File: src/rtl/cag_pkg.sv
// Package for the cave automaton generation step.
// Holds payload and configuration types, register indexes and default sizes.
// No dependencies.
`default_nettype none

package cag_pkg;

  localparam int ROW_W = 64;
  localparam int MAX_WIDTH_DEF = 64;
  localparam int QUEUE_DEPTH_DEF = 4;
  localparam int ADDR_W = 4;
  localparam int DATA_W = 32;

  localparam logic [1:0] REG_GRID_WIDTH = 2'd0;
  localparam logic [1:0] REG_BIRTH_LIMIT = 2'd1;
  localparam logic [1:0] REG_DEATH_LIMIT = 2'd2;

  localparam logic [6:0] GRID_WIDTH_RST = 7'd64;
  localparam logic [3:0] BIRTH_LIMIT_RST = 4'd4;
  localparam logic [3:0] DEATH_LIMIT_RST = 4'd3;

  typedef struct packed {
    logic [ROW_W-1:0] row_cells;
    logic             final_row;
  } row_in_t;

  typedef struct packed {
    logic [ROW_W-1:0] new_row_cells;
    logic             last_of_grid;
  } row_out_t;

  typedef struct packed {
    logic [6:0] grid_width;
    logic [3:0] birth_limit;
    logic [3:0] death_limit;
  } cfg_t;

endpackage

`default_nettype wire

File: src/rtl/cag_queue.sv
// Short queue between the row front and the generation back.
// Flip-flop storage, one read at the head. Uses no package.
`default_nettype none

module cag_queue #(
  parameter int WIDTH = 8,
  parameter int DEPTH = 4
) (
  input  wire logic             clk,
  input  wire logic             rst,
  input  wire logic             push,
  input  wire logic [WIDTH-1:0] wdata,
  output logic                  full,
  input  wire logic             pop,
  output logic [WIDTH-1:0]      rdata,
  output logic                  not_empty
);

  localparam int PW = (DEPTH > 1) ? $clog2(DEPTH) : 1;
  localparam int CW = $clog2(DEPTH + 1);

  logic [WIDTH-1:0] store [DEPTH];
  logic [PW-1:0]    wptr;
  logic [PW-1:0]    rptr;
  logic [CW-1:0]    count;

  assign full      = (count == CW'(DEPTH));
  assign not_empty = (count != '0);
  assign rdata     = store[rptr];

  always_ff @(posedge clk) begin
    if (push) begin
      store[wptr] <= wdata;
    end
  end

  always_ff @(posedge clk) begin
    if (rst) begin
      wptr  <= '0;
      rptr  <= '0;
      count <= '0;
    end else begin
      if (push) begin
        wptr <= (wptr == PW'(DEPTH - 1)) ? '0 : wptr + 1'b1;
      end
      if (pop) begin
        rptr <= (rptr == PW'(DEPTH - 1)) ? '0 : rptr + 1'b1;
      end
      if (push && !pop) begin
        count <= count + 1'b1;
      end else if (pop && !push) begin
        count <= count - 1'b1;
      end
    end
  end

  a_count_bound : assert property (@(posedge clk) disable iff (rst)
    count <= CW'(DEPTH))
    else $error("queue count beyond depth");

  a_pop_nonempty : assert property (@(posedge clk) disable iff (rst)
    pop |-> not_empty)
    else $error("pop from empty queue");

  a_push_grows : assert property (@(posedge clk) disable iff (rst)
    push && !pop |=> count == $past(count) + 1'b1)
    else $error("queue count did not grow on push");

endmodule

`default_nettype wire

File: src/rtl/cag_front.sv
// Row front: accepts input rows, keeps the two rows before them and queues
// one job per row. Depends on cag_pkg.
`default_nettype none

module cag_front
  import cag_pkg::*;
#(
  parameter int MAX_WIDTH = MAX_WIDTH_DEF
) (
  input  wire logic                      clk,
  input  wire logic                      rst,
  input  wire logic                      in_valid,
  input  wire row_in_t                   in_data,
  output logic                           in_stall,
  input  wire logic                      q_full,
  output logic                           q_push,
  output logic [3*MAX_WIDTH+2:0]         q_wdata
);

  logic [MAX_WIDTH-1:0] row_above;
  logic [MAX_WIDTH-1:0] row_middle;
  logic                 have_above;
  logic                 have_middle;
  logic [MAX_WIDTH-1:0] row_in;

  assign row_in   = in_data.row_cells[MAX_WIDTH-1:0];
  assign in_stall = q_full;
  assign q_push   = in_valid && !q_full;
  assign q_wdata  = {row_above, row_middle, row_in, have_above, have_middle,
                     in_data.final_row};

  always_ff @(posedge clk) begin
    if (q_push) begin
      row_above  <= row_middle;
      row_middle <= row_in;
    end
  end

  always_ff @(posedge clk) begin
    if (rst) begin
      have_above  <= 1'b0;
      have_middle <= 1'b0;
    end else if (q_push) begin
      if (in_data.final_row) begin
        have_above  <= 1'b0;
        have_middle <= 1'b0;
      end else begin
        have_above  <= have_middle;
        have_middle <= 1'b1;
      end
    end
  end

endmodule

`default_nettype wire

File: src/rtl/cag_back.sv
// Generation back: takes queued jobs, evaluates all columns of a new row in
// parallel and registers each result row. Depends on cag_pkg.
`default_nettype none

module cag_back
  import cag_pkg::*;
#(
  parameter int MAX_WIDTH = MAX_WIDTH_DEF
) (
  input  wire logic                      clk,
  input  wire logic                      rst,
  input  wire cfg_t                      cfg,
  input  wire logic                      q_not_empty,
  input  wire logic [3*MAX_WIDTH+2:0]    q_rdata,
  output logic                           q_pop,
  output logic                           out_valid,
  output row_out_t                       out_data,
  input  wire logic                      out_stall
);

  localparam int WW = $clog2(MAX_WIDTH + 1);

  logic                 e_fin;
  logic                 e_hm;
  logic                 e_ha;
  logic [MAX_WIDTH-1:0] e_row;
  logic [MAX_WIDTH-1:0] e_mid;
  logic [MAX_WIDTH-1:0] e_above;

  logic                 second;
  logic                 second_next;
  logic                 load;
  logic                 produce;
  logic                 emit;
  logic                 pick_fin;

  logic [MAX_WIDTH-1:0] up;
  logic                 up_ok;
  logic [MAX_WIDTH-1:0] mid;
  logic [MAX_WIDTH-1:0] down;
  logic                 down_ok;

  logic [WW-1:0]        w;
  logic [MAX_WIDTH-1:0] mask;
  logic [MAX_WIDTH+1:0] ext_up;
  logic [MAX_WIDTH+1:0] ext_mid;
  logic [MAX_WIDTH+1:0] ext_down;
  logic [MAX_WIDTH-1:0] new_row;
  logic [MAX_WIDTH-1:0] out_row;
  logic                 out_last;

  assign e_fin   = q_rdata[0];
  assign e_hm    = q_rdata[1];
  assign e_ha    = q_rdata[2];
  assign e_row   = q_rdata[3 +: MAX_WIDTH];
  assign e_mid   = q_rdata[3 + MAX_WIDTH +: MAX_WIDTH];
  assign e_above = q_rdata[3 + 2*MAX_WIDTH +: MAX_WIDTH];

  assign load     = !out_valid || !out_stall;
  assign produce  = q_not_empty && (e_hm || e_fin);
  assign emit     = produce && load;
  assign pick_fin = second || !e_hm;
  assign q_pop    = q_not_empty &&
                    (!(e_hm || e_fin) || (emit && (second || !(e_hm && e_fin))));

  always_comb begin
    second_next = second;
    if (emit && e_hm && e_fin && !second) begin
      second_next = 1'b1;
    end else if (q_pop) begin
      second_next = 1'b0;
    end
  end

  always_comb begin
    if (pick_fin) begin
      up      = e_mid;
      up_ok   = e_hm;
      mid     = e_row;
      down    = '0;
      down_ok = 1'b0;
    end else begin
      up      = e_above;
      up_ok   = e_ha;
      mid     = e_mid;
      down    = e_row;
      down_ok = 1'b1;
    end
  end

  always_comb begin
    if (cfg.grid_width == 7'd0) begin
      w = WW'(1);
    end else if (cfg.grid_width > 7'(MAX_WIDTH)) begin
      w = WW'(MAX_WIDTH);
    end else begin
      w = cfg.grid_width[WW-1:0];
    end
  end

  always_comb begin
    for (int c = 0; c < MAX_WIDTH; c++) begin
      mask[c] = (WW'(c) < w);
    end
    ext_up   = {1'b1, (up_ok ? ((up & mask) | ~mask) : '1), 1'b1};
    ext_mid  = {1'b1, ((mid & mask) | ~mask), 1'b1};
    ext_down = {1'b1, (down_ok ? ((down & mask) | ~mask) : '1), 1'b1};
  end

  always_comb begin
    logic [3:0] n;
    logic       cur;
    for (int c = 0; c < MAX_WIDTH; c++) begin
      n = 4'(ext_up[c]) + 4'(ext_up[c+1]) + 4'(ext_up[c+2])
        + 4'(ext_down[c]) + 4'(ext_down[c+1]) + 4'(ext_down[c+2])
        + 4'(ext_mid[c]) + 4'(ext_mid[c+2]);
      cur = mid[c];
      if (!cur && (n > cfg.birth_limit)) begin
        cur = 1'b1;
      end
      if (cur && (n < cfg.death_limit)) begin
        cur = 1'b0;
      end
      new_row[c] = cur && mask[c];
    end
  end

  always_ff @(posedge clk) begin
    if (emit) begin
      out_row  <= new_row;
      out_last <= pick_fin;
    end
  end

  always_ff @(posedge clk) begin
    if (rst) begin
      out_valid <= 1'b0;
      second    <= 1'b0;
    end else begin
      second <= second_next;
      if (load) begin
        out_valid <= produce;
      end
    end
  end

  assign out_data.new_row_cells = ROW_W'(out_row);
  assign out_data.last_of_grid  = out_last;

  a_second_has_job : assert property (@(posedge clk) disable iff (rst)
    second |-> q_not_empty && e_hm && e_fin)
    else $error("second result pending without a two-result job");

  a_second_pops : assert property (@(posedge clk) disable iff (rst)
    emit && second |-> q_pop)
    else $error("job kept after its final result");

  a_hold_stalled : assert property (@(posedge clk) disable iff (rst)
    out_valid && out_stall |=> out_valid && $stable(out_data))
    else $error("stalled result changed or dropped");

endmodule

`default_nettype wire

File: src/rtl/cave_automaton_generation_step.sv
// Top level of the cave automaton generation step: configuration registers,
// row front, job queue and generation back. Depends on cag_pkg.
//
// One grid row is taken per cycle while the job queue is not full, and each
// result row is evaluated with all columns in parallel, so the sustained rate
// is one row per cycle while the output is not stalled; the final row of a
// grid of two or more rows gives two result rows, which costs the back one
// extra evaluation for that grid, absorbed by the job queue (QUEUE_DEPTH
// entries). A result is released by the transfer of the row below it or, for
// the final row, by its own transfer: the job is registered in the queue,
// then is evaluated from the queue head into the output register.
`default_nettype none

module cave_automaton_generation_step
  import cag_pkg::*;
#(
  parameter int MAX_WIDTH   = MAX_WIDTH_DEF,
  parameter int QUEUE_DEPTH = QUEUE_DEPTH_DEF
) (
  input  wire logic              clk,
  input  wire logic              rst,
  input  wire logic              in_valid,
  input  wire row_in_t           in_data,
  output logic                   in_stall,
  output logic                   out_valid,
  output row_out_t               out_data,
  input  wire logic              out_stall,
  input  wire logic              psel,
  input  wire logic              penable,
  input  wire logic              pwrite,
  input  wire logic [ADDR_W-1:0] paddr,
  input  wire logic [DATA_W-1:0] pwdata,
  output logic [DATA_W-1:0]      prdata,
  output logic                   pready
);

  localparam int ENTRY_W = 3*MAX_WIDTH + 3;

  cfg_t               cfg;
  logic               wr_en;
  logic               q_push;
  logic               q_full;
  logic               q_pop;
  logic               q_not_empty;
  logic [ENTRY_W-1:0] q_wdata;
  logic [ENTRY_W-1:0] q_rdata;

  assign pready = 1'b1;
  assign wr_en  = psel && penable && pwrite && pready;

  always_ff @(posedge clk) begin
    if (rst) begin
      cfg.grid_width  <= GRID_WIDTH_RST;
      cfg.birth_limit <= BIRTH_LIMIT_RST;
      cfg.death_limit <= DEATH_LIMIT_RST;
    end else if (wr_en) begin
      case (paddr[3:2])
        REG_GRID_WIDTH:  cfg.grid_width  <= pwdata[6:0];
        REG_BIRTH_LIMIT: cfg.birth_limit <= pwdata[3:0];
        REG_DEATH_LIMIT: cfg.death_limit <= pwdata[3:0];
        default: ;
      endcase
    end
  end

  always_comb begin
    case (paddr[3:2])
      REG_GRID_WIDTH:  prdata = DATA_W'(cfg.grid_width);
      REG_BIRTH_LIMIT: prdata = DATA_W'(cfg.birth_limit);
      REG_DEATH_LIMIT: prdata = DATA_W'(cfg.death_limit);
      default:         prdata = '0;
    endcase
  end

  cag_front #(
    .MAX_WIDTH(MAX_WIDTH)
  ) u_front (
    .clk     (clk),
    .rst     (rst),
    .in_valid(in_valid),
    .in_data (in_data),
    .in_stall(in_stall),
    .q_full  (q_full),
    .q_push  (q_push),
    .q_wdata (q_wdata)
  );

  cag_queue #(
    .WIDTH(ENTRY_W),
    .DEPTH(QUEUE_DEPTH)
  ) u_queue (
    .clk      (clk),
    .rst      (rst),
    .push     (q_push),
    .wdata    (q_wdata),
    .full     (q_full),
    .pop      (q_pop),
    .rdata    (q_rdata),
    .not_empty(q_not_empty)
  );

  cag_back #(
    .MAX_WIDTH(MAX_WIDTH)
  ) u_back (
    .clk        (clk),
    .rst        (rst),
    .cfg        (cfg),
    .q_not_empty(q_not_empty),
    .q_rdata    (q_rdata),
    .q_pop      (q_pop),
    .out_valid  (out_valid),
    .out_data   (out_data),
    .out_stall  (out_stall)
  );

endmodule

`default_nettype wire
File: config.mk
export PLATFORM = sky130hd
export DESIGN_NAME = cave_automaton_generation_step
export DESIGN_NICKNAME = d
export VERILOG_FILES = /design/src/rtl/cag_pkg.sv /design/src/rtl/cag_queue.sv /design/src/rtl/cag_front.sv /design/src/rtl/cag_back.sv /design/src/rtl/cave_automaton_generation_step.sv
export SDC_FILE = /design/constraint.sdc
export NUM_CORES = 2
export LEC_CHECK = 0
export ABC_AREA = 0
export BUFFER_PORTS_ARGS = -buffer_cell sky130_fd_sc_hd__buf_2
export CELL_PAD_IN_SITES_DETAIL_PLACEMENT = 1
export CELL_PAD_IN_SITES_GLOBAL_PLACEMENT = 1
export CORE_UTILIZATION = 53
export DETAILED_ROUTE_END_ITERATION = 12
export PLACE_DENSITY_LB_ADDON = 0.1
export SYNTH_ARGS = -nofsm -noshare
export SYNTH_HDL_FRONTEND = slang
export SYNTH_HIERARCHICAL = 1
export SYNTH_SLANG_ARGS = --single-unit
export TNS_END_PERCENT = 100
File: constraint.sdc
create_clock -name clk -period 9.5 [get_ports clk]
set_input_delay 0.475 -clock clk [delete_from_list [all_inputs] [get_ports clk]]
set_output_delay 0.475 -clock clk [all_outputs]
set_load 0.02 [all_outputs]
Yosys cells after proc, flatten, opt, wreduce, memory -nomap -nowiden. Memories as Yosys holds them, arrays and structs flattened. A register that Yosys moved wholly into a read port is not among the register bits. Cells that the tools add are included.

Equal/unequal tests: 5. Add/subtract/negate cells: 452. Bitwise operators: 7. Multiplexer cells: 149. $lt $le $gt $ge: 193. Reductions and logical operators: 291.

Operator list (number): 4-bit by 1-bit adder with 4-bit output (379); 64-bit 2-to-1 mux (5); 4-bit greater-than comparator (64); 4-bit less-than comparator (64); 6-bit by 7-bit less-than comparator with 1-bit output, first input constant (32); 1-bit logical AND (205); 64-bit AND (3); 64-bit bitwise OR (3); 1-bit 2-to-1 mux (135); 1-bit by 1-bit adder with 2-bit output (63); 5-bit by 7-bit less-than comparator with 1-bit output, first input constant (16); 1-bit logical NOT (73); 64-bit NOT (1); 4-bit by 7-bit less-than comparator with 1-bit output, first input constant (8); 3-bit by 7-bit less-than comparator with 1-bit output, first input constant (4); 7-bit case mux with 3 select lines (1); 4-bit by 1-bit adder with 4-bit output, second input constant (5); 1-bit by 7-bit less-than comparator with 1-bit output, first input constant (2); 2-bit by 7-bit less-than comparator with 1-bit output, first input constant (2); 7-bit 2-to-1 mux (2); 2-bit 2-to-1 mux (4); 7-bit greater-than comparator, second input constant (1); 7-bit logical NOT (1); 2-bit equality test, second input constant (3); other kinds (12) (21).

Word-level logic and storage cells: 1112. RAM bits: 780. Register bits after elaboration: 219. Memories kept: 1.

Memories: u_queue.store (words 4, bits a word 195, rd ports 1, clocked after Yosys merged registers in 1, write ports 1, line cag_queue.sv:22) `logic [WIDTH-1:0] store [DEPTH];`.

Depth between registers and ports, before layout.
Depth in word-level cells: 20. Depth in mapped cells: 24. Mapped depth without buffers: 20.

Cells and area by module. Netlist, hierarchy kept.

By module, submodules not included: cag_queue (cells an instance 1063, seq. area each 23602.6 µm², times used 1, area an instance 28582.4 µm²); cag_back (cells an instance 2926, seq. area each 1991.9 µm², times used 1, area an instance 25938.6 µm²); cag_front (cells an instance 204, seq. area each 3883.7 µm², times used 1, area an instance 4444.3 µm²); cave_automaton_generation_step (cells an instance 110, seq. area each 300.3 µm², times used 1, area an instance 979.7 µm²).

Worst setup path before layout. Ideal clock, no wire load.

Path kind: input -> register. Start point: input port in_valid. End point: memory u_queue/store[0][0] (netlist bit), enable pin. Cell stages on the path: 2. Required time: 8922 ps. Arrival time: 7167 ps. Buffers on the path: 0. Setup time: 578 ps. Setup slack: 1755 ps. Cell sequence: nor2b_4 > and2_1.

Cells in the longest elaborated chain, start to end: 3.

RTL lines: from (decl) (line cave_automaton_generation_step.sv:22) `input wire logic in_valid,`; 1-bit logical AND (line cag_front.sv:28) `assign q_push = in_valid && !q_full;`; 1-bit 2-to-1 mux (line cag_queue.sv:32) `if (push) begin`; 1-bit 2-to-1 mux (implied by the code) (line cag_queue.sv:33) `store[wptr] <= wdata;`; to (decl) (line cag_queue.sv:22).

Every way passes these cells.

==> metrics.yaml <==
floorplan:
  io_pins: 208
  dieArea_mm2: 0.114
  row_count: 123
  core_area_mm2: 0.112
  dieWidth_um: 338
  fp.dieH_um: 338
  initial_core_util_pct: 53.4
grt:
  track_usage_pct: 28.4
  grt_max_degree: 117
  grt_pass1_wl_um: 245000
  grt-ovfl-total: 0
  antenna_found_initial: 10
  grt_pass1_vias: 40100
drt:
  ant_nets: 0
  num_vias: 36300
  totalWireLength_um: 160000
  drt-pass1-iter-count: 7
  route.detailed.drc: 0
  wl_met1_um: 67400
  dr_wl_met3_um: 7110
  wl_per_cell_um: 26.3
  top_layer: "met5"
  wl_met2_um: 81100
  via_per_inst: 5.96
  drt_iter0_markers: 2187
outcome:
  outcome: "finished clean"
clocking:
  cts_tree: "built"
  max-clock-path-buffers: 3
  path_clk_slew_ps: 60
  cts_setup_buffers: 0
  clock-sinks: 1001
  post_cts_resized: 0
  clockRootBuffer: "clkbuf_16"
  cts-buffers-inserted: 106
  cts_htree_levels: 3
  worst_skew_pair.late_latency_ps: 710
setup_path:
  r2r_end: "u_back/out_row[31]"
  crit_type: "register to register"
  reg2reg_depth: 18
  crit_fanout: 39
  start_kind: "register"
  crit_required_ps: 9920
  critPathArrivalTime_ps: 7370
  reg2reg_slack_ps: 2550
  end_kind: "register"
run:
  drv_cap: 0
timing:
  slew_headroom_pct: 17.6
  setup_viol: 0
  post-route-period-util_pct: 73.2
  clock.fmax_ghz: 0.144
  grt_setup_unrepaired: "false"
  fin_crit_ps: 6950
  hold_violations: 0
  worst_pin_slew_ps: 1240
  drv_slew: 0
  fin_skew_ps: 23.1
  setup_tns_ps: 0
cells_and_area:
  syn_to_final_growth_pct: 9.91
  nets: 5504
  drive_gt1_share_pct: 13.7
  final_cell_mix: "edfxtp_1 (973), ha_1 (648), inv_1 (431)"
  fillers: 10800
  final_common_cell: "edfxtp_1"
place:
  portBuffers: 154
  gp_congestion: 0.852
  post-dp-hpwl_um: 108000
synth:
  synth-seq-cells: 1001
  ys_warn_count: 6
  async_flop_share_pct: 0
  netlist_area_mm2: 0.0599
  avgSynthCellArea_um2: 13.9
  synth_cells: 4303
  synth_cell_types: 79
  synth_ff_type: "edfxtp_1"
  synth-edff-count: 973
  ys_seq_area_share_pct: 49.7
min_path:
  hold_path.startpoint: "pwdata[4]"
  min_path_cells: 3
  holdPathEnd: "cfg[12]"
  min_path_type: "input port to register"
how the worst max path moves through the flow:
| stage | startpoint | end | slack [ps] | cells after the start |
|---|---|---|---|---|
| after global routing | register | u_back/out_row[44] | 2340 | 20 |
| after detailed placement | register | u_back/out_row[31] | 2620 | 18 |
| after global placement | register | u_back/out_row[31] | 2560 | 18 |
| after floorplan | in_valid | u_queue/store[0][0] | 1750 | 2 |
| after CTS | register | u_back/out_row[31] | 2550 | 18 |
| final | register | u_back/out_row[31] | 2550 | 18 |
what timing repair did:
| action | in CTS | in global routing |
|---|---|---|
| endpoints found under the setup margin | 0 | 0 |
| endpoints found under the hold margin | 314 | 0 |
| hold buffers | 65 | 0 |
synth_stat cells, drive strengths merged, types with 104 or more instances:
cell type / instances / area (um2)
a21oi: 213 / 1070
buf: 181 / 1350
edfxtp: 973 / 29200
fa: 253 / 5060
ha: 648 / 8110
inv: 439 / 1650
mux4: 195 / 4390
nand2: 141 / 542
nor2: 123 / 472
nor2b: 136 / 858
o21a: 104 / 781
o21ai: 151 / 759
through the flow:
step	hold slack (ps)	instance area, um2	instances	setup slack [ps]	utilization [%]
after global routing	77.4	65900	6083	2340	58.6
after floorplan	455	60000	4327	1750	-
final	82.9	65900	6084	2550	58.6
after global placement	471	61700	5822	2560	54.9
after CTS	24.2	65900	6081	2550	58.6
after detailed placement	481	61700	5822	2620	54.9
logic make-up (layout without fill, tap and decap cells):
kind of cell	count (synthesis)	after routing	share of synthesized area (%)
AOI/OAI and AO/OA	657	657	6.69
xor gates and xnor gates	66	66	0.964
adders and majority gates	901	901	22.0
buffers and inverters	651	905	5.20
DFF	1001	1001	49.7
muxes	276	276	8.70
other	2	29	0.0125
and+or+nand+nor	749	749	6.78
per-layer routing:
metal | global-route usage [%] | up-vias
met5 | 0 | -
met4 | 8.86 | 8
met2 | 49.9 | 865
met3 | 3.41 | 222
li1 | - | 16200
met1 | 36.8 | 19000
registers in the layout, indices dropped and copies added, names as in the netlist, named ones only:
register,cells
u_queue/rptr,2
u_front/have_middle,1
cfg,15
u_back/out_valid,1
u_front/row_above,64
u_front/row_middle,64
u_back/out_last,1
u_back/out_row,64
u_queue/store,780
u_back/second,1
u_queue/count,3
u_queue/wptr,2
u_front/have_above,1
final cells by class:
cell class | instances | area (um2) | area share, %
timing repair buffer | 272 | 1880 | 2.86
tap | 1500 | 1880 | 2.85
sequential | 1001 | 29800 | 45.2
antenna | 3 | 7.51 | 0.0114
clock buffer | 120 | 2730 | 4.14
multi-input combinational | 2675 | 27200 | 41.2
clock inverter | 74 | 778 | 1.18
inverter | 439 | 1660 | 2.51
worst max-delay path: stages, from the launching register on:
cell	delay [ps]
dfxtp_4	770
mux4_2	680
nand2_2	570
buf_4	440
o22ai_1	180
nand2_1	100
nor2_1	300
fa_1	490
fa_1	490
fa_1	540
inv_1	40
ha_1	210
fa_1	480
ha_1	310
nor2b_1	140
o21a_1	130
o21a_1	100
o21ai_0	80
a21boi_0	550
Power is left out: the tool's default activity adds up to more than one toggle a clock period on the data nets, which glitch-free logic cannot reach.
